File: src/rtl/assert_macros.svh
// Assertion macros shared by the RTL that checks itself.
// No dependencies; pulled in by the expression tokenizer top level.
`ifndef ASSERT_MACROS_SVH
`define ASSERT_MACROS_SVH

// Condition must hold at every clock edge outside reset.
`define ASSERT_ALWAYS(lbl, clk, rstn, cond, msg) \
    lbl: assert property (@(posedge clk) disable iff (!rstn) (cond)) else $error(msg);

// Consequent must hold in the cycle after the antecedent.
`define ASSERT_NEXT(lbl, clk, rstn, ante, cons, msg) \
    lbl: assert property (@(posedge clk) disable iff (!rstn) (ante) |=> (cons)) else $error(msg);

`endif

File: src/rtl/etok_pkg.sv
// Types, character codes and classification helpers for the expression tokenizer.
// No dependencies; used by the channel interfaces and the top level.
`timescale 1ns / 1ps

package etok_pkg;

    typedef enum logic [3:0] {
        MODE_IDLE  = 4'b0001,
        MODE_IDENT = 4'b0010,
        MODE_INT   = 4'b0100,
        MODE_FRAC  = 4'b1000
    } scan_mode_t;

    typedef enum logic [3:0] {
        KIND_IDENT   = 4'd0,
        KIND_NUMBER  = 4'd1,
        KIND_PLUS    = 4'd2,
        KIND_MINUS   = 4'd3,
        KIND_STAR    = 4'd4,
        KIND_SLASH   = 4'd5,
        KIND_LPAREN  = 4'd6,
        KIND_RPAREN  = 4'd7,
        KIND_UNKNOWN = 4'd8,
        KIND_END     = 4'd9
    } token_kind_t;

    typedef struct packed {
        token_kind_t kind;
        logic [15:0] start;
        logic [15:0] length;
        logic        overflow;
        logic        last;
    } token_t;

    localparam logic [7:0] CH_NUL    = 8'h00;
    localparam logic [7:0] CH_US     = 8'h5F;
    localparam logic [7:0] CH_DOT    = 8'h2E;
    localparam logic [7:0] CH_PLUS   = 8'h2B;
    localparam logic [7:0] CH_MINUS  = 8'h2D;
    localparam logic [7:0] CH_STAR   = 8'h2A;
    localparam logic [7:0] CH_SLASH  = 8'h2F;
    localparam logic [7:0] CH_LPAREN = 8'h28;
    localparam logic [7:0] CH_RPAREN = 8'h29;
    localparam logic [7:0] CH_SPACE  = 8'h20;
    localparam logic [7:0] CH_TAB    = 8'h09;
    localparam logic [7:0] CH_CR     = 8'h0D;

    // Result queue: one byte can produce two words, the sink drains one.
    localparam int RES_DEPTH = 4;
    localparam int RES_PTR_W = $clog2(RES_DEPTH);
    localparam int RES_CNT_W = RES_PTR_W + 1;

    function automatic logic is_letter(input logic [7:0] b);
        return (b >= 8'h61 && b <= 8'h7A) || (b >= 8'h41 && b <= 8'h5A);
    endfunction

    function automatic logic is_digit(input logic [7:0] b);
        return b >= 8'h30 && b <= 8'h39;
    endfunction

    function automatic logic is_space(input logic [7:0] b);
        return b == CH_SPACE || (b >= CH_TAB && b <= CH_CR);
    endfunction

    function automatic token_kind_t op_kind(input logic [7:0] b);
        token_kind_t k;
        case (b)
            CH_PLUS:   k = KIND_PLUS;
            CH_MINUS:  k = KIND_MINUS;
            CH_STAR:   k = KIND_STAR;
            CH_SLASH:  k = KIND_SLASH;
            CH_LPAREN: k = KIND_LPAREN;
            CH_RPAREN: k = KIND_RPAREN;
            default:   k = KIND_UNKNOWN;
        endcase
        return k;
    endfunction

endpackage

File: src/rtl/etok_ifs.sv
// Valid/ready channel interfaces: source bytes in, token words out.
// Depends on etok_pkg for the token kind type.
`timescale 1ns / 1ps

interface etok_byte_if;
    logic       valid;
    logic       ready;
    logic [7:0] in_byte;

    modport source (output valid, output in_byte, input ready);
    modport sink (input valid, input in_byte, output ready);
endinterface

interface etok_tok_if;
    import etok_pkg::*;

    logic        valid;
    logic        ready;
    token_kind_t token_kind;
    logic [15:0] token_start;
    logic [15:0] token_length;
    logic        overflow;
    logic        last;

    modport source (output valid, output token_kind, output token_start,
                    output token_length, output overflow, output last, input ready);
    modport sink (input valid, input token_kind, input token_start,
                  input token_length, input overflow, input last, output ready);
endinterface

File: src/rtl/expression_tokenizer_top.sv
// Expression tokenizer: streaming lexer for arithmetic expressions.
// Depends on etok_pkg, the channel interfaces in etok_ifs.sv and assert_macros.svh.
//
//   channel | dir | interface   | word carries
//   --------+-----+-------------+------------------------------------------------
//   bytes   | in  | etok_byte_if| in_byte: one source character, 0 ends string
//   tokens  | out | etok_tok_if | token_kind, token_start, token_length,
//           |     |             | overflow, last
//
// One byte is taken per cycle; its classification and scan-mode update happen
// in the accepting cycle and its zero, one or two token words land in a
// four-deep result queue. Bytes keep flowing while at least two queue slots
// are free, so with an open sink the rate is one byte per clock; the sink
// drains one word per clock, which sets the rate when bytes yield two words.
// Reset clears scan state, position and the queue pointers at once.
`timescale 1ns / 1ps
`include "assert_macros.svh"

module expression_tokenizer_top #(
    parameter int POS_WIDTH = 16
) (
    input  logic               clk,
    input  logic               rst_n,
    etok_byte_if.sink          bytes,
    etok_tok_if.source         tokens
);
    import etok_pkg::*;

    localparam logic [POS_WIDTH-1:0] POS_MAX = '1;

    // Position counter is POS_WIDTH wide; token fields carry its low 16 bits.
    function automatic logic [15:0] pos16(input logic [POS_WIDTH-1:0] v);
        logic [31:0] w;
        w = 32'(v);
        return w[15:0];
    endfunction

    // Scan state
    scan_mode_t           mode_reg, mode_next;
    logic [POS_WIDTH-1:0] pos_reg, pos_next;
    logic [POS_WIDTH-1:0] beg_reg, beg_next;
    logic                 ovf_reg, ovf_next;

    // Result queue
    token_t               q_reg [RES_DEPTH];
    logic [RES_PTR_W-1:0] wr_ptr_reg, wr_ptr_next;
    logic [RES_PTR_W-1:0] rd_ptr_reg, rd_ptr_next;
    logic [RES_CNT_W-1:0] cnt_reg, cnt_next;

    logic       accept, pop;
    logic [7:0] b;
    logic       b_letter, b_digit, b_us, b_dot, b_zero, b_space;
    logic       cont, consume, end_str, sat;
    logic       pend_hit, fresh_hit;
    token_t     pend_res, fresh_res, slot0, slot1;
    logic [1:0] n_new;

    assign b        = bytes.in_byte;
    assign b_letter = is_letter(b);
    assign b_digit  = is_digit(b);
    assign b_us     = (b == CH_US);
    assign b_dot    = (b == CH_DOT);
    assign b_zero   = (b == CH_NUL);
    assign b_space  = is_space(b);
    assign sat      = (pos_reg == POS_MAX);

    assign bytes.ready = (cnt_reg <= RES_CNT_W'(RES_DEPTH - 2));
    assign accept      = bytes.valid && bytes.ready;
    assign pop         = tokens.valid && tokens.ready;

    always_comb
    begin
        mode_next = mode_reg;
        pos_next  = pos_reg;
        beg_next  = beg_reg;
        ovf_next  = ovf_reg;
        consume   = 1'b0;
        end_str   = 1'b0;
        pend_hit  = 1'b0;
        fresh_hit = 1'b0;
        cont      = 1'b0;

        // Pending token closes with the counter as it stands.
        pend_res.kind     = (mode_reg == MODE_IDENT) ? KIND_IDENT : KIND_NUMBER;
        pend_res.start    = pos16(beg_reg);
        pend_res.length   = pos16(pos_reg - beg_reg);
        pend_res.overflow = ovf_reg;
        pend_res.last     = 1'b0;

        fresh_res.kind     = op_kind(b);
        fresh_res.start    = pos16(pos_reg);
        fresh_res.length   = 16'd1;
        fresh_res.overflow = ovf_reg || sat;
        fresh_res.last     = 1'b1;

        unique case (mode_reg)
            MODE_IDENT: cont = b_letter || b_digit || b_us;
            MODE_INT:   cont = b_digit || b_dot;
            MODE_FRAC:  cont = b_digit;
            MODE_IDLE:  cont = 1'b0;
            default:    cont = 1'b0;
        endcase

        if (cont)
        begin
            consume = 1'b1;
            if (mode_reg == MODE_INT && b_dot)
                mode_next = MODE_FRAC;
        end
        else
        begin
            // Close any pending token, then rescan the byte from idle.
            pend_hit  = (mode_reg != MODE_IDLE);
            mode_next = MODE_IDLE;
            priority if (b_zero)
            begin
                fresh_hit          = 1'b1;
                end_str            = 1'b1;
                fresh_res.kind     = KIND_END;
                fresh_res.length   = 16'd0;
                fresh_res.overflow = ovf_reg;
            end
            else if (b_space)
                consume = 1'b1;
            else if (b_letter || b_us)
            begin
                beg_next  = pos_reg;
                mode_next = MODE_IDENT;
                consume   = 1'b1;
            end
            else if (b_digit)
            begin
                beg_next  = pos_reg;
                mode_next = MODE_INT;
                consume   = 1'b1;
            end
            else if (b_dot)
            begin
                beg_next  = pos_reg;
                mode_next = MODE_FRAC;
                consume   = 1'b1;
            end
            else
            begin
                fresh_hit = 1'b1;
                consume   = 1'b1;
            end
        end

        // Advance the position, or hold it at the top and flag overflow.
        if (consume)
        begin
            if (sat)
                ovf_next = 1'b1;
            else
                pos_next = pos_reg + POS_WIDTH'(1);
        end

        // End of string: drop back to the reset state.
        if (end_str)
        begin
            mode_next = MODE_IDLE;
            pos_next  = '0;
            beg_next  = '0;
            ovf_next  = 1'b0;
        end
    end

    // Pack the new words into queue order.
    always_comb
    begin
        slot0      = pend_hit ? pend_res : fresh_res;
        slot0.last = !(pend_hit && fresh_hit);
        slot1      = fresh_res;
        n_new      = accept ? (2'(pend_hit) + 2'(fresh_hit)) : 2'd0;

        wr_ptr_next = wr_ptr_reg + RES_PTR_W'(n_new);
        rd_ptr_next = rd_ptr_reg + RES_PTR_W'(pop);
        cnt_next    = cnt_reg + RES_CNT_W'(n_new) - RES_CNT_W'(pop);
    end

    always_ff @(posedge clk or negedge rst_n)
    begin
        if (!rst_n)
        begin
            mode_reg   <= MODE_IDLE;
            pos_reg    <= '0;
            beg_reg    <= '0;
            ovf_reg    <= 1'b0;
            wr_ptr_reg <= '0;
            rd_ptr_reg <= '0;
            cnt_reg    <= '0;
        end
        else
        begin
            if (accept)
            begin
                mode_reg <= mode_next;
                pos_reg  <= pos_next;
                beg_reg  <= beg_next;
                ovf_reg  <= ovf_next;
            end
            wr_ptr_reg <= wr_ptr_next;
            rd_ptr_reg <= rd_ptr_next;
            cnt_reg    <= cnt_next;
        end
    end

    always_ff @(posedge clk)
    begin
        if (n_new != 2'd0)
            q_reg[wr_ptr_reg] <= slot0;
        if (n_new == 2'd2)
            q_reg[wr_ptr_reg + RES_PTR_W'(1)] <= slot1;
    end

    assign tokens.valid        = (cnt_reg != '0);
    assign tokens.token_kind   = q_reg[rd_ptr_reg].kind;
    assign tokens.token_start  = q_reg[rd_ptr_reg].start;
    assign tokens.token_length = q_reg[rd_ptr_reg].length;
    assign tokens.overflow     = q_reg[rd_ptr_reg].overflow;
    assign tokens.last         = q_reg[rd_ptr_reg].last;

    // Checks
    `ASSERT_ALWAYS(a_queue_bound, clk, rst_n, cnt_reg <= RES_CNT_W'(RES_DEPTH), "result queue overrun")
    `ASSERT_ALWAYS(a_ovf_saturated, clk, rst_n, !ovf_reg || pos_reg == POS_MAX, "overflow without saturated position")
    `ASSERT_NEXT(a_end_restart, clk, rst_n, accept && b_zero, pos_reg == '0 && mode_reg == MODE_IDLE && !ovf_reg, "scan state not restarted after end")

endmodule
File: src/flat_wrapper.sv
// flat-port wrapper written by rule: the top's interface ports become plain ports
module expression_tokenizer_top_flat import etok_pkg::*;
#(
    parameter int POS_WIDTH = 16
)
  (clk, rst_n, bytes_valid, bytes_in_byte, bytes_ready, tokens_valid, tokens_token_kind, tokens_token_start, tokens_token_length, tokens_overflow, tokens_last, tokens_ready);
  etok_byte_if bytes_i ();
  etok_tok_if tokens_i ();
  input  logic clk;
  input  logic rst_n;
  input wire logic [$bits(bytes_i.valid)-1:0] bytes_valid;
  input wire logic [$bits(bytes_i.in_byte)-1:0] bytes_in_byte;
  output wire logic [$bits(bytes_i.ready)-1:0] bytes_ready;
  output wire logic [$bits(tokens_i.valid)-1:0] tokens_valid;
  output wire logic [$bits(tokens_i.token_kind)-1:0] tokens_token_kind;
  output wire logic [$bits(tokens_i.token_start)-1:0] tokens_token_start;
  output wire logic [$bits(tokens_i.token_length)-1:0] tokens_token_length;
  output wire logic [$bits(tokens_i.overflow)-1:0] tokens_overflow;
  output wire logic [$bits(tokens_i.last)-1:0] tokens_last;
  input wire logic [$bits(tokens_i.ready)-1:0] tokens_ready;
  assign bytes_i.valid = bytes_valid;
  assign bytes_i.in_byte = bytes_in_byte;
  assign bytes_ready = bytes_i.ready;
  assign tokens_valid = tokens_i.valid;
  assign tokens_token_kind = tokens_i.token_kind;
  assign tokens_token_start = tokens_i.token_start;
  assign tokens_token_length = tokens_i.token_length;
  assign tokens_overflow = tokens_i.overflow;
  assign tokens_last = tokens_i.last;
  assign tokens_i.ready = tokens_ready;
  expression_tokenizer_top #(.POS_WIDTH(POS_WIDTH)) u_core (.clk(clk), .rst_n(rst_n), .bytes(bytes_i), .tokens(tokens_i));
endmodule
File: config.mk
export PLATFORM = sky130hd
export DESIGN_NAME = expression_tokenizer_top_flat
export DESIGN_NICKNAME = d
export VERILOG_FILES = /design/src/rtl/etok_pkg.sv /design/src/rtl/etok_ifs.sv /design/src/rtl/expression_tokenizer_top.sv /design/src/flat_wrapper.sv
export VERILOG_INCLUDE_DIRS = /design/src /design/src/rtl
export SDC_FILE = /design/constraint.sdc
export NUM_CORES = 1
export LEC_CHECK = 0
export ABC_AREA = 1
export ABC_CLOCK_PERIOD_IN_PS = 3900
export BUFFER_PORTS_ARGS = -buffer_cell sky130_fd_sc_hd__buf_2
export CORE_ASPECT_RATIO = 1.1
export CORE_MARGIN = 2
export CORE_UTILIZATION = 40
export CTS_CLUSTER_SIZE = 16
export DETAILED_ROUTE_END_ITERATION = 8
export PLACE_DENSITY = 0.56
export REMOVE_ABC_BUFFERS = 1
export SYNTH_ARGS = -nofsm -noshare
export SYNTH_HDL_FRONTEND = slang
export SYNTH_SLANG_ARGS = --single-unit
File: constraint.sdc
create_clock -name clk -period 3.9 [get_ports clk]
set_clock_uncertainty 0.05 [all_clocks]
set_input_delay 0.78 -clock clk [delete_from_list [all_inputs] [get_ports clk]]
set_output_delay 0.78 -clock clk [all_outputs]
set_load 0.05 [all_outputs]
==> results, run 1 <==
- After routing the design area is between 10,000 and 15,000 µm².
- The transition at the pin with the smallest max-transition slack is about 900 ps.
- The data arrival time of the critical path is roughly 3500 ps.
- The count of fill cells added during filler insertion is around 2,800.
- The buffering stage count on the worst path with inverters included is 4.
- TritonCTS built the clock tree.
- The number of standard-cell rows in the floorplan is 64.
- The initial utilization of the core area, before any placement, comes to between 40% and 50%.
- In this run the count of I/O pins placed on the die edge is between 50 and 60.
- Summed over all layers, the global routing overflow is 0.
- The area of the core region is between 20,000 and 30,000 µm².
- The number of vias per cell after detailed routing is about 5.3.
- At the worst endpoint, the required time is 4160 ps.
- The count of synthesis-stage warnings from yosys is 0.
- The DRC violations left is 0.
- The first global-routing pass estimated approximately 51,000 µm of wire.
- The latest clock arrival within the worst-skew pair is 450 ps.
- The number of flip-flops under the largest register name is 152.
- In the synthesized netlist the async set-or-reset flop fraction comes to 22.45%.
- The total clock buffers created by CTS is 17.
- STA classifies the critical path endpoint as a flop.
- The setup path with the least slack is of type input pin to flop.
- The number of antenna violations at the first check in global routing is 0.
- The leakage power is about 5.6 nW.
- The met2 usage is around 36%.
- The setup check on the worst reg-to-reg path leaves a slack of around 730 ps.
- In this run the horizontal extent of the chip is around 160 µm.
- In the global route stage, met1 resource usage came out at 30.59%.
- The cell repeated most along the worst path is nand2_1.
- The power per unit of standard cell area is 894.5 nW/µm².
- Compared with the post-synthesis result, the final layout area differs by 10.90%.
- Clock tree synthesis selected as its root buffer the cell clkbuf_16.
- The final number of hold-violating endpoints is 0.
- The number of gates resized after CTS was 0.
- The count of input and output buffers is slightly above 50.
- The max-slew violation count is 0.
- On the critical path the largest part of the delay comes from simple AND/OR/NAND/NOR gates.
- Synthesis handed over a netlist of 1,423 instances.
- Buffers inserted to repair hold after CTS numbered 0.
- The iteration count of the initial detailed-routing pass is 5.
- After global routing, the most crowded layer is met2.
- Setup repair after global routing left no endpoint under its margin.
- The type of the worst min-delay path is input pin to async pin.
- The routed wire length per instance is approximately 17 µm.
- Entering global routing, the biggest net connects between 70 and 80 pins.
- Counting every sink on the clock net gives around 200.
- Derived from the worst setup path, the maximum achievable clock frequency is 311.6 MHz.
- The tool flagged a number of max-cap violations equal to 0.
- STA classifies the critical path startpoint as an input pin.
- The time the final worst path needs with I/O delays and setup is roughly 3200 ps.
- The count of buffers added by post-CTS timing repair for setup is 0.
- The post-synthesis sequential element count is about 200.
- The sequential-to-total area share from yosys stat is 44.72%.
- The length in cells of the worst reg-to-reg path is 16.
- The unique cell type count in the Yosys netlist is 50.
- The clock transition at the register clock pins on the worst setup and hold paths after CTS is 80 ps.
- The startpoint identified for the worst register-to-register timing path is u_core.mode_reg[1]$_DFFE_PN0P_.
- The setup violation total in the final timing report is 0.
- The ratio of cells with drive above 1 in the final layout is a little over an eighth.
- The met3 track utilization from global routing is under 10%.
- The repair_antennas step left the layout with diodes totalling 0.
- The floorplan step defined a die boundary enclosing ~30,000 µm².
- The critical path's slowest cell is buf_4.
- The stage delay of the slowest cell on the critical path is about 300 ps.
- The count of nets left with antenna violations after detail routing is 0.
- The HPWL after detailed placement is 22,130 µm.
- The maximum number of buffers from clock root to sink is 2.
- The main flop type after synthesis is edfxtp_1.
- The cell area after placement is 11,910 µm².
- Setup total negative slack on the finished layout was measured at 0 ps.
- The total number of H-tree levels is 4.
- For this block, the routed nets add up to roughly 32,000 µm of wire.
- The largest vdd supply drop is approximately 0.44 mV.
- At the end of routability-driven placement, the weighted congestion stood at 0.9124.
- The number of global-route vias before repair is 9,418.
- Global routing consumed, over all layers together, approximately 22% of the routing resources.
- The die height is roughly 180 µm.
- The worst path uses roughly 82% of the clock period.
- The run finished with clean final reports.
- In this run the mean area of a mapped cell was about 7.9 µm².
- The reg-to-reg endpoint is u_core.q_reg[3][36]$_DFFE_PP_.
- The worst slew margin relative to its limit is roughly two fifths.
- The number of vias after detailed routing is around 9,700.
- Of all nets on the critical path, the largest fanout is 16.
- For this block, the initial DRC count from the detailed router was around 770.
- The post-synthesis cell area is between 10,000 and 15,000 µm².
- The critical path goes through buf_2 > nor2_2 > nand2_2 > nand2_1 > nand2_1 > nand2_1 > nand3_2 > nand2_2 > nand2_2 > nor3_1 > ha_1 > inv_1 > nor2_2 > nand2_1 > inv_1 > nand2_1 > nand2_1 > buf_4 > o21ai_2 > nor2_1.
- The count of nets after finishing is roughly 1,500.
- The synthesized design contains between 80 and 90 enable-type register cells.
routing by layer:
layer | routed length (µm) | vias to the layer above | part of all wire (%)
met2 | 15190 | 258 | 47
met5 | 0 | - | 0
met3 | 1389 | 34 | 4.3
met4 | 406 | 0 | 1.3
li1 | - | 4800 | -
met1 | 15050 | 4606 | 47
logic make-up (layout without fill, tap and decap cells):
kind of cell             count (synthesis)  count (layout)  synth area share, %
AO/OA/AOI/OAI                          197             197                9.963
XOR/XNOR                                25              25                1.948
adder cells (fa/ha/maj)                 24              24                2.805
buffers and inverters                  176             224                7.214
flip-flops                             196             196                44.72
AND/OR/NAND/NOR                        805             805                33.35
how the worst max path moves through the flow:
stage	from	to	slack, ps	cells after the start
2_1_floorplan	bytes_in_byte[4]	u_core.q_reg[1][11]$_SDFFE_PP0P_	-2260	16
4_1_cts	u_core.mode_reg[1]$_DFFE_PN0P_	u_core.q_reg[3][36]$_DFFE_PP_	710	16
6_report	bytes_in_byte[1]	u_core.q_reg[3][36]$_DFFE_PP_	690	20
5_1_grt	u_core.mode_reg[1]$_DFFE_PN0P_	u_core.q_reg[3][36]$_DFFE_PP_	440	16
3_5_place_dp	bytes_in_byte[1]	u_core.q_reg[3][36]$_DFFE_PP_	270	20
3_3_place_gp	bytes_in_byte[1]	u_core.q_reg[3][35]$_DFFE_PP_	330	20
synth_stat cells, drive strengths merged, types with 18 or more instances:
master	instances	area, µm²
nand2	437	1673
nor2	173	719.4
nand3	139	725.7
o21ai	120	626.9
inv	98	367.9
edfxtp	88	2643
dfxtp	64	1281
dfrtp	43	1076
clkbuf	40	153.9
o22ai	39	250.2
buf	35	277.8
nand4	32	485.5
ha	22	275.3
a21oi	20	107.6
nor3	18	100.1
cell type report:
class	count	area, µm²	area share, %
clock inverter	14	118.9	0.9536
timing repair buffer	91	630.6	5.059
tap	363	454.2	3.644
inverter	101	379.1	3.042
sequential	196	5027	40.33
multi-input combinational	1051	5415	43.44
clock buffer	18	439.2	3.523
placed cells by master (no fill, tap or decap), types with 5 or more instances in the layout:
cell type and count:
inv_2 16, buf_4 34, nor2_4 8, clkbuf_16 17, nor3_1 16, o31ai_1 11, o21ai_1 20, inv_6 5
nand3_1 132, a21oi_1 18, o21ai_0 93, edfxtp_1 88, nand4_4 19, nand3_2 7, ha_1 22, xnor2_1 9
xor2_1 16, nor2_1 161, dfrtp_1 42, buf_2 51, o21ai_2 7, inv_1 82, dfxtp_1 64, nand2_2 7
buf_12 6, o22ai_1 38, nand2_1 428, nand4_1 13
where the power goes:
part / switching (mW) / leakage, nW / internal (mW)
registers: 0.390 / 1.93 / 2.74
logic: 4.48 / 3.40 / 1.81
clock network: 0.870 / 0.266 / 0.853
total: 5.74 / 5.60 / 5.41
through the flow:
stage	std cells	hold WS, ps	power [mW]	setup slack (ps)	utilization (%)
2_1_floorplan	1348	370.7	7.684	-2263	-
3_3_place_gp	1802	381.4	9.423	329.9	42.97
3_5_place_dp	1802	383.6	9.474	267.1	42.97
4_1_cts	1834	401.5	11.21	708.4	44.99
5_1_grt	1834	407.4	11.91	439.6	44.99
6_report	1834	389.1	11.15	690.4	44.99
(Power assumes the default switching activity.)
==> run 2: changes to the inputs <==
--- a/config.mk
+++ b/config.mk
@@ -7,14 +7,14 @@
 export NUM_CORES = 1
 export LEC_CHECK = 0
 export ABC_AREA = 1
-export ABC_CLOCK_PERIOD_IN_PS = 3900
+export ABC_CLOCK_PERIOD_IN_PS = 2900
 export BUFFER_PORTS_ARGS = -buffer_cell sky130_fd_sc_hd__buf_2
 export CORE_ASPECT_RATIO = 1.1
 export CORE_MARGIN = 2
 export CORE_UTILIZATION = 40
 export CTS_CLUSTER_SIZE = 16
 export DETAILED_ROUTE_END_ITERATION = 8
-export PLACE_DENSITY = 0.56
+export PLACE_DENSITY = 0.58
 export REMOVE_ABC_BUFFERS = 1
 export SYNTH_ARGS = -nofsm -noshare
 export SYNTH_HDL_FRONTEND = slang
==> constraint.sdc (replaced) <==
create_clock -name clk -period 2.9 [get_ports clk]
set_clock_uncertainty 0.05 [all_clocks]
set_input_delay 0.58 -clock clk [delete_from_list [all_inputs] [get_ports clk]]
set_output_delay 0.58 -clock clk [all_outputs]
set_load 0.05 [all_outputs]
==> results, run 2 (synthesis gave the netlist of run 1 again) <==
- The clock sink total is 196 (unchanged).
- The count of placed standard cells in the final layout, fillers left out is 1,899 (was 1,834).
- The kind of end point of the critical path was a flop (unchanged).
- The count of fill cells added during filler insertion was 2,748 (was 2,801).
- The die height was 179.8 µm (unchanged).
- Status: completed (unchanged).
- The number of vias per cell after detailed routing is 5.258 (was 5.288).
- The worst setup path category is flop to flop (was input pin to flop).
- The largest vdd supply drop is 0.6353 mV (was 0.4354 mV).
- The overall global routing resource usage came to 22.77% (was 22.11%).
- The HPWL after detailed placement is 23,460 µm (was 22,130 µm).
- The switching fraction of total power is 50.88% (was 51.50%).
- The count of max-cap constraint violations is 0 (unchanged).
- The largest delay contributor family on the critical path was buffers and inverters (was simple AND/OR/NAND/NOR gates).
- The launching point of the worst reg2reg path is u_core.mode_reg[0]$_DFFE_PN1P_ (was u_core.mode_reg[1]$_DFFE_PN0P_).
- The total chip power is 15.42 mW (was 11.15 mW).
- The area added between synthesis and finish came to 17.78% (was 10.90%).
- The stage delay of the slowest cell on the critical path is 390 ps (was 300 ps).
- The latest clock arrival within the worst-skew pair is 450 ps (about the same).
- The type of the worst min-delay path was flop to flop (was input pin to async pin).
- The number of placed instances with taps included is 1,864 (was 1,802).
- The final worst-path setup slack is 149.7 ps (was 690.4 ps).
- The total clock buffers created by CTS is 17 (unchanged).
- The setup slack on the worst flop-to-flop path came to 150 ps (was 730 ps).
- The time the final worst path needs with I/O delays and setup is around 2800 ps.
- The effective utilization at floorplan is 40.57% (unchanged).
- The count of pins on the block boundary is 52 (unchanged).
- The number of flip-flops under the largest register name is 152 (unchanged).
- The number of antenna violations at the first check in global routing is 1 (was 0).
- The maximum fanout count along the critical path is 4 (was 16).
- The depth of the critical timing path with buffers and inverters included was 18 (was 20).
- The wire length of the first global-routing pass was 52,520 µm (was 51,190 µm).
- The clock root buffer master was clkbuf_16 (unchanged).
- The part of the total power dissipated in sequential elements was 26.8% (was 28.1%).
- The reg-to-reg endpoint was u_core.q_reg[1][36]$_DFFE_PP_ (was u_core.q_reg[3][36]$_DFFE_PP_).
- Commonest cells after routing, fill and taps aside: 425 x nand2_1, 160 x nor2_1, 131 x nand3_1, 93 x o21ai_0, 88 x edfxtp_1 (was 428 x nand2_1, 161 x nor2_1, 132 x nand3_1, 93 x o21ai_0, 88 x edfxtp_1).
- The routed wire length per instance is 17.34 µm (was 17.47 µm).
- The cell repeated most along the worst path was inv_2 (was nand2_1).
- The number of vias after detailed routing was 9,985 (was 9,698).
- The power per unit of standard cell area is 1165 nW/µm² (was 894.5 nW/µm²).
- The number of antenna repair diodes is 0 (unchanged).
- The share of the clock period used by the worst path after layout is a little over nine tenths.
- The ratio of cells with drive above 1 in the final layout is 17.90% (was 13.66%).
- The transition at the pin with the smallest max-transition slack came to 730.3 ps (was 895.3 ps).
- The maximum number of pins on one net before global-route repair is 40 (was 77).
- The iteration count of the initial detailed-routing pass came to 5 (unchanged).
- The weighted congestion reported at the end of routability-driven placement is 0.9176 (was 0.9124).
- The violation count after the first detailed-route iteration was 846 (was 772).
- The endpoint of the most critical setup path is u_core.q_reg[1][36]$_DFFE_PP_ (was u_core.q_reg[3][36]$_DFFE_PP_).
- The number of standard-cell rows in the floorplan is 64 (unchanged).
- The count of input and output buffers is 51 (unchanged).
- The internal power is 7.573 mW (was 5.408 mW).
- The CTS tree was yes (unchanged).
- The total congestion overflow after global routing came to 0 (unchanged).
- The width of the chip was 163.8 µm (unchanged).
- The startpoint kind of the worst setup timing path was a flop (was input pin).
- The area of the die is 29,460 µm² (unchanged).
- The total number of H-tree levels is 4 (unchanged).
- The setup violation total in the final timing report is 0 (unchanged).
- The total wirelength of the detailed-routed design is 32,930 µm (was 32,030 µm).
- The worst setup path startpoint is u_core.mode_reg[0]$_DFFE_PN1P_ (was bytes_in_byte[1]).
- The net switching power figure is 7.846 mW (was 5.741 mW).
- The minimum setup slack after placement is -334.5 ps (was 267.1 ps).
- The length in cells of the worst reg-to-reg path was 18 (was 16).
- The final number of hold-violating endpoints is 0 (unchanged).
- The data arrival time of the critical path is 2900 ps (was 3470 ps).
- Sequence of cells on the critical path: inv_2 > nand2_2 > nor3_4 > nand3_2 > inv_2 > o22ai_4 > nand3_2 > inv_2 > ha_1 > inv_1 > nand2_1 > inv_1 > nand2_1 > buf_4 > clkinvlp_4 > buf_4 > o21ai_4 > nor2_1 (was buf_2 > nor2_2 > nand2_2 > nand2_1 > nand2_1 > nand2_1 > nand3_2 > nand2_2 > nand2_2 > nor3_1 > ha_1 > inv_1 > nor2_2 > nand2_1 > inv_1 > nand2_1 > nand2_1 > buf_4 > o21ai_2 > nor2_1).
- The count of nets left with antenna violations after detail routing is 0 (unchanged).
- The critical path's slowest cell was dfstp_2 (was buf_4).
- The worst slew margin relative to its limit was 51.32% (was 40.31%).
- The number of global-route vias before repair is 9,718 (was 9,418).
- The leakage power is 5.976 nW (was 5.596 nW).
- The area of all sequential standard cells was 5027 µm² (unchanged).
- The part of the total power dissipated in the clock network is 14.9% (was 15.5%).
- Timing would allow up to approximately 360 MHz.
- The DRC violations left is 0 (unchanged).
- The worst hold slack across all endpoints came to 400.9 ps (was 389.1 ps).
- The area taken by multi-input logic gates was 5454 µm² (was 5415 µm²).
- The area of the core region came to 27,710 µm² (unchanged).
- The commonest non-fill, non-tap cell in the layout is nand2_1 (unchanged).
- The clock transition at the register clock pins on the worst setup and hold paths after CTS is 80 ps (about the same).
- The buffering stage count on the worst path with inverters included was 8 (was 4).
- The part of the power in combinational logic is 58.3% (was 56.4%).
- The maximum number of buffers from clock root to sink is 2 (unchanged).
- The critical path required time is 3050 ps (was 4160 ps).
- The max-slew violation count is 0 (unchanged).
- The count of nets after finishing was 1,559 (was 1,494).
[run 2: changes by cell type in the layout (fill, tap and decap cells not counted), sizes merged]
cell and change:
clkbuf +1, inv +1, clkinv -1, dlygate4sd3 +1
buf +63
[run 2: layout make-up]
class	instances	share of cell area [%]
clock buffers	18	3.318
repair buffers	156	10.28
multi-input cells	1051	41.20
inverters	101	2.911
clock inverters	14	0.8790
well taps	363	3.431
flip-flops and latches	196	37.98
[run 2: worst min path at each step]
stage / startpoint / to / slack [ps] / cells after the start
floorplan: rst_n / u_core.beg_reg[0]$_DFFE_PN0P_ / 230 / 0
global placement: u_core.q_reg[2][8]$_SDFFE_PP0P_ / u_core.q_reg[2][8]$_SDFFE_PP0P_ / 380 / 2
detailed placement: u_core.q_reg[2][15]$_SDFFE_PP0P_ / u_core.q_reg[2][15]$_SDFFE_PP0P_ / 380 / 2
CTS: u_core.q_reg[1][10]$_SDFFE_PP0P_ / u_core.q_reg[1][10]$_SDFFE_PP0P_ / 400 / 2
global route: u_core.q_reg[1][6]$_SDFFE_PP0P_ / u_core.q_reg[1][6]$_SDFFE_PP0P_ / 420 / 2
finish: u_core.q_reg[1][10]$_SDFFE_PP0P_ / u_core.q_reg[1][10]$_SDFFE_PP0P_ / 400 / 2
[run 2: power by group through the flow]
stage / clock network [mW] / logic [mW] / registers, mW
5_1_grt: 2.46 / 9.77 / 4.20
6_report: 2.29 / 8.99 / 4.13
3_3_place_gp: 0 / 8.89 / 4.15
3_5_place_dp: 0 / 8.95 / 4.17
2_1_floorplan: 0 / 6.16 / 4.18
4_1_cts: 2.33 / 8.98 / 4.12
[run 2: what timing repair did]
action                                  in CTS  in global routing
resized for setup                            1                 20
endpoints found under the setup margin      34                173
hold buffers                                 1                  0
setup buffers                                0                  1
pin swaps                                    0                  1
hold endpoints to repair                    10                  0
gates cloned                                 0                  1
[run 2: metal layers]
| metal | track usage (%) | up-vias | wire length (µm) |
|---|---|---|---|
| met3 | 3.299 | 50 | 1415 |
| met2 | 37.34 | 262 | 15730 |
| li1 | - | 4930 | - |
| met1 | 30.91 | 4743 | 15090 |
| met4 | 7.193 | 0 | 683 |
| met5 | 0 | - | 0 |
[run 2: through the flow]
step | utilization [%] | TNS [ps] | instance area (µm²)
floorplan | - | -724010 | 10810
global placement | 45.42 | -48370 | 12580
detailed placement | 45.42 | -53050 | 12580
CTS | 47.48 | 0 | 13160
global route | 47.78 | -11.52 | 13240
finish | 47.78 | 0 | 13240
[run 2: worst reg2reg max path, cell delays in order, from the launching register on]
cell        delay [ps]
dfstp_2            390
inv_2               60
nand2_2             70
nor3_4             210
nand3_2            100
inv_2               80
o22ai_4             70
nand3_2             90
inv_2               50
ha_1               280
inv_1               70
nand2_1            120
inv_1               90
nand2_1             90
buf_4              120
clkinvlp_4         150
buf_4              190
o21ai_4            170
nor2_1              50
==> run 3: changes to the inputs <==
--- a/config.mk
+++ b/config.mk
@@ -9,12 +9,14 @@
 export ABC_AREA = 1
 export ABC_CLOCK_PERIOD_IN_PS = 2900
 export BUFFER_PORTS_ARGS = -buffer_cell sky130_fd_sc_hd__buf_2
+export CELL_PAD_IN_SITES_DETAIL_PLACEMENT = 0
+export CELL_PAD_IN_SITES_GLOBAL_PLACEMENT = 2
 export CORE_ASPECT_RATIO = 1.1
 export CORE_MARGIN = 2
-export CORE_UTILIZATION = 40
+export CORE_UTILIZATION = 34
 export CTS_CLUSTER_SIZE = 16
 export DETAILED_ROUTE_END_ITERATION = 8
-export PLACE_DENSITY = 0.58
+export PLACE_DENSITY = 0.77
 export REMOVE_ABC_BUFFERS = 1
 export SYNTH_ARGS = -nofsm -noshare
 export SYNTH_HDL_FRONTEND = slang
==> results, run 3 (synthesis gave the netlist of run 1 again) <==
- The data arrival time of the critical path came to 2150 ps (was 2900 ps).
- The clock root buffer master is clkbuf_16 (unchanged).
- The wire length of the first global-routing pass is 57,240 µm (was 52,520 µm).
- The worst hold slack across all endpoints was 108.2 ps (was 400.9 ps).
- The count of fill cells added during filler insertion is 3,389 (was 2,748).
- The maximum number of pins on one net before global-route repair was 52 (was 40).
- The area added between synthesis and finish was 19.26% (was 17.78%).
- The number of antenna repair diodes came to 0 (unchanged).
- The clock sink total is 196 (unchanged).
- The effective utilization at floorplan is 34.62% (was 40.57%).
- The total congestion overflow after global routing is 0 (unchanged).
- The share of the clock period used by the worst path after layout was 95.85% (was 94.84%).
- The power per unit of standard cell area came to 1187 nW/µm² (was 1165 nW/µm²).
- The number of buffers inserted by hold repair at cts was 0 (was 1).
- The part of the total power dissipated in the clock network is 15.4% (was 14.9%).
- The startpoint kind of the worst setup timing path is a flop (unchanged).
- The number of vias per cell after detailed routing is 5.125 (was 5.258).
- The total chip power was 15.91 mW (was 15.42 mW).
- The area of the die is 34,530 µm² (was 29,460 µm²).
- The met3 wire length is 1891 µm (was 1415 µm).
- The count of nets left with antenna violations after detail routing came to 0 (unchanged).
- The width of the chip is 177.4 µm (was 163.8 µm).
- The CTS tree is yes (unchanged).
- The die height is 194.7 µm (was 179.8 µm).
- The DRC violations left is 0 (unchanged).
- The critical path required time is 2270 ps (was 3050 ps).
- The final core area utilization is 41.29% (was 47.78%).
- The count of max-cap constraint violations is 0 (unchanged).
- The post-route standard cell area excluding fillers was 13,400 µm² (was 13,240 µm²).
- The kind of end point of the critical path is an output port (was flop).
- The routed metal-1 wirelength is 16,650 µm (was 15,090 µm).
- The time the final worst path needs with I/O delays and setup was 2780 ps (was 2750 ps).
- The length in cells of the worst reg-to-reg path came to 16 (was 18).
- The maximum fanout count along the critical path is 17 (was 4).
- The count of nets after finishing is 1,564 (was 1,559).
- The net switching power figure is 8.128 mW (was 7.846 mW).
- The worst setup path category is flop to output port (was flop to flop).
- The HPWL after detailed placement is 25,930 µm (was 23,460 µm).
- The aggregate negative setup slack came to 0 ps (unchanged).
- The number of vias after detailed routing is 10,080 (was 9,985).
- The commonest non-fill, non-tap cell in the layout is nand2_1 (unchanged).
- The highest layer used for signal routing is met4 (unchanged).
- The setup slack on the worst flop-to-flop path is 170 ps (was 150 ps).
- The count of input and output buffers was 51 (unchanged).
- The leakage power is 6.051 nW (was 5.976 nW).
- The area of the core region is 32,460 µm² (was 27,710 µm²).
- The final number of hold-violating endpoints is 0 (unchanged).
- The iteration count of the initial detailed-routing pass is 6 (was 5).
- The reg-to-reg endpoint is u_core.q_reg[1][27]$_DFFE_PP_ (was u_core.q_reg[1][36]$_DFFE_PP_).
- The setup violation total in the final timing report is 0 (unchanged).
- The cell area after placement was 12,710 µm² (was 12,580 µm²).
- The total wirelength of the detailed-routed design was 36,870 µm (was 32,930 µm).
- The part of the total power dissipated in sequential elements is 26.0% (was 26.8%).
- The worst setup path startpoint is u_core.rd_ptr_reg[1]$_DFF_PN0_ (was u_core.mode_reg[0]$_DFFE_PN1P_).
- The total clock buffers created by CTS was 17 (unchanged).
- The violation count after the first detailed-route iteration was 680 (was 846).
- The number of flip-flops under the largest register name is 152 (unchanged).
- The weighted congestion reported at the end of routability-driven placement is 0.8389 (was 0.9176).
- The number of global-route vias before repair is 9,830 (was 9,718).
- The largest vdd supply drop is 0.7157 mV (was 0.6353 mV).
- The count of pins on the block boundary came to 52 (unchanged).
- Commonest cells after routing, fill and taps aside: 423 x nand2_1, 160 x nor2_1, 132 x nand3_1, 93 x o21ai_0, 88 x edfxtp_1 (was 425 x nand2_1, 160 x nor2_1, 131 x nand3_1, 93 x o21ai_0, 88 x edfxtp_1).
- The switching fraction of total power is 51.07% (was 50.88%).
- Status: completed (unchanged).
- The maximum clock frequency is 359.7 MHz (was 363.6 MHz).
- The worst slew margin relative to its limit is 50.41% (was 51.32%).
- The part of the power in combinational logic is 58.7% (was 58.3%).
- The internal power is 7.787 mW (was 7.573 mW).
- The ratio of cells with drive above 1 in the final layout is 18.49% (was 17.90%).
- The routed wire length per instance is 18.75 µm (was 17.34 µm).
- The number of antenna violations at the first check in global routing is 0 (was 1).
- The wire length on met2 is 17,470 µm (was 15,730 µm).
- The maximum number of buffers from clock root to sink came to 2 (unchanged).
- The transition at the pin with the smallest max-transition slack is 743.8 ps (was 730.3 ps).
- The clock transition at the register clock pins on the worst setup and hold paths after CTS is 80 ps (about the same).
- The total number of H-tree levels is 4 (unchanged).
- The number of standard-cell rows in the floorplan is 69 (was 64).
- The type of the worst min-delay path was input pin to async pin (was flop to flop).
- Setup repair after global routing left no endpoint under its margin.
- The overall global routing resource usage is 21.80% (was 22.77%).
- The max-slew violation count came to 0 (unchanged).
- The latest clock arrival within the worst-skew pair is 450 ps (about the same).
- The launching point of the worst reg2reg path is u_core.mode_reg[1]$_DFFE_PN0P_ (was u_core.mode_reg[0]$_DFFE_PN1P_).
run 3: cell count changes in the layout (fill, tap and decap cells not counted), moves of 2 or more:
cell | before | now
clkbuf_16 | 17 | 19
nand2_1 | 425 | 423
nand2_4 | 2 | 4
inv_8 | 1 | 4
inv_6 | 7 | 3
buf_6 | 4 | 0
buf_4 | 75 | 84
inv_2 | 16 | 19
inv_1 | 81 | 79
clkinvlp_4 | 2 | 0
run 3: power groups by stage:
stage	clock [mW]	combinational, mW	sequential [mW]
2_1_floorplan	0	6.16	4.18
3_3_place_gp	0	9.27	4.18
3_5_place_dp	0	9.30	4.18
4_1_cts	2.48	9.33	4.12
5_1_grt	2.59	10.2	4.21
6_report	2.44	9.34	4.13
run 3: worst max-delay path, stage by stage (launching register included):
cell and delay, ps:
dfrtp_1 520, buf_4 350, o21ai_0 130, o22ai_1 340, buf_2 340
run 3: metrics by stage:
stage	setup WS, ps	std cells
after floorplan	-3063	1348
after global placement	-290.6	1932
after detailed placement	-311.0	1932
after CTS	42.42	1964
after global routing	23.72	1967
final	120.2	1967
run 3: how the worst max path moves through the flow:
stage	end	slack (ps)	depth (start not counted)
after floorplan	u_core.q_reg[1][11]$_SDFFE_PP0P_	-3060	16
after global placement	u_core.q_reg[0][36]$_DFFE_PP_	-290	20
after detailed placement	u_core.q_reg[2][11]$_SDFFE_PP0P_	-310	21
after CTS	tokens_token_start[14]	40	4
after global routing	u_core.cnt_reg[2]$_DFF_PN0_	20	16
final	tokens_token_start[13]	120	4
run 3: layout make-up:
type / instances / area (µm²) / area share [%]
inverter: 101 / 381.6 / 2.847
clock buffer: 19 / 444.2 / 3.314
clock inverter: 13 / 138.9 / 1.036
sequential: 196 / 5027 / 37.51
multi-input combinational: 1051 / 5463 / 40.75
tap: 426 / 533.0 / 3.976
timing repair buffer: 161 / 1416 / 10.57
run 3: layer usage:
layer	global-route usage, %	vias to the layer above
met2	35.77	269
li1	-	4956
met5	0	-
met3	3.443	44
met1	29.40	4811
met4	6.831	0
run 3: timing repair:
item / CTS / global route
cloned: 0 / 2
resized for setup: 1 / 17
buffers inserted: 0 / 1
endpoints found under the setup margin: 48 / 204
pin swaps: 0 / 3
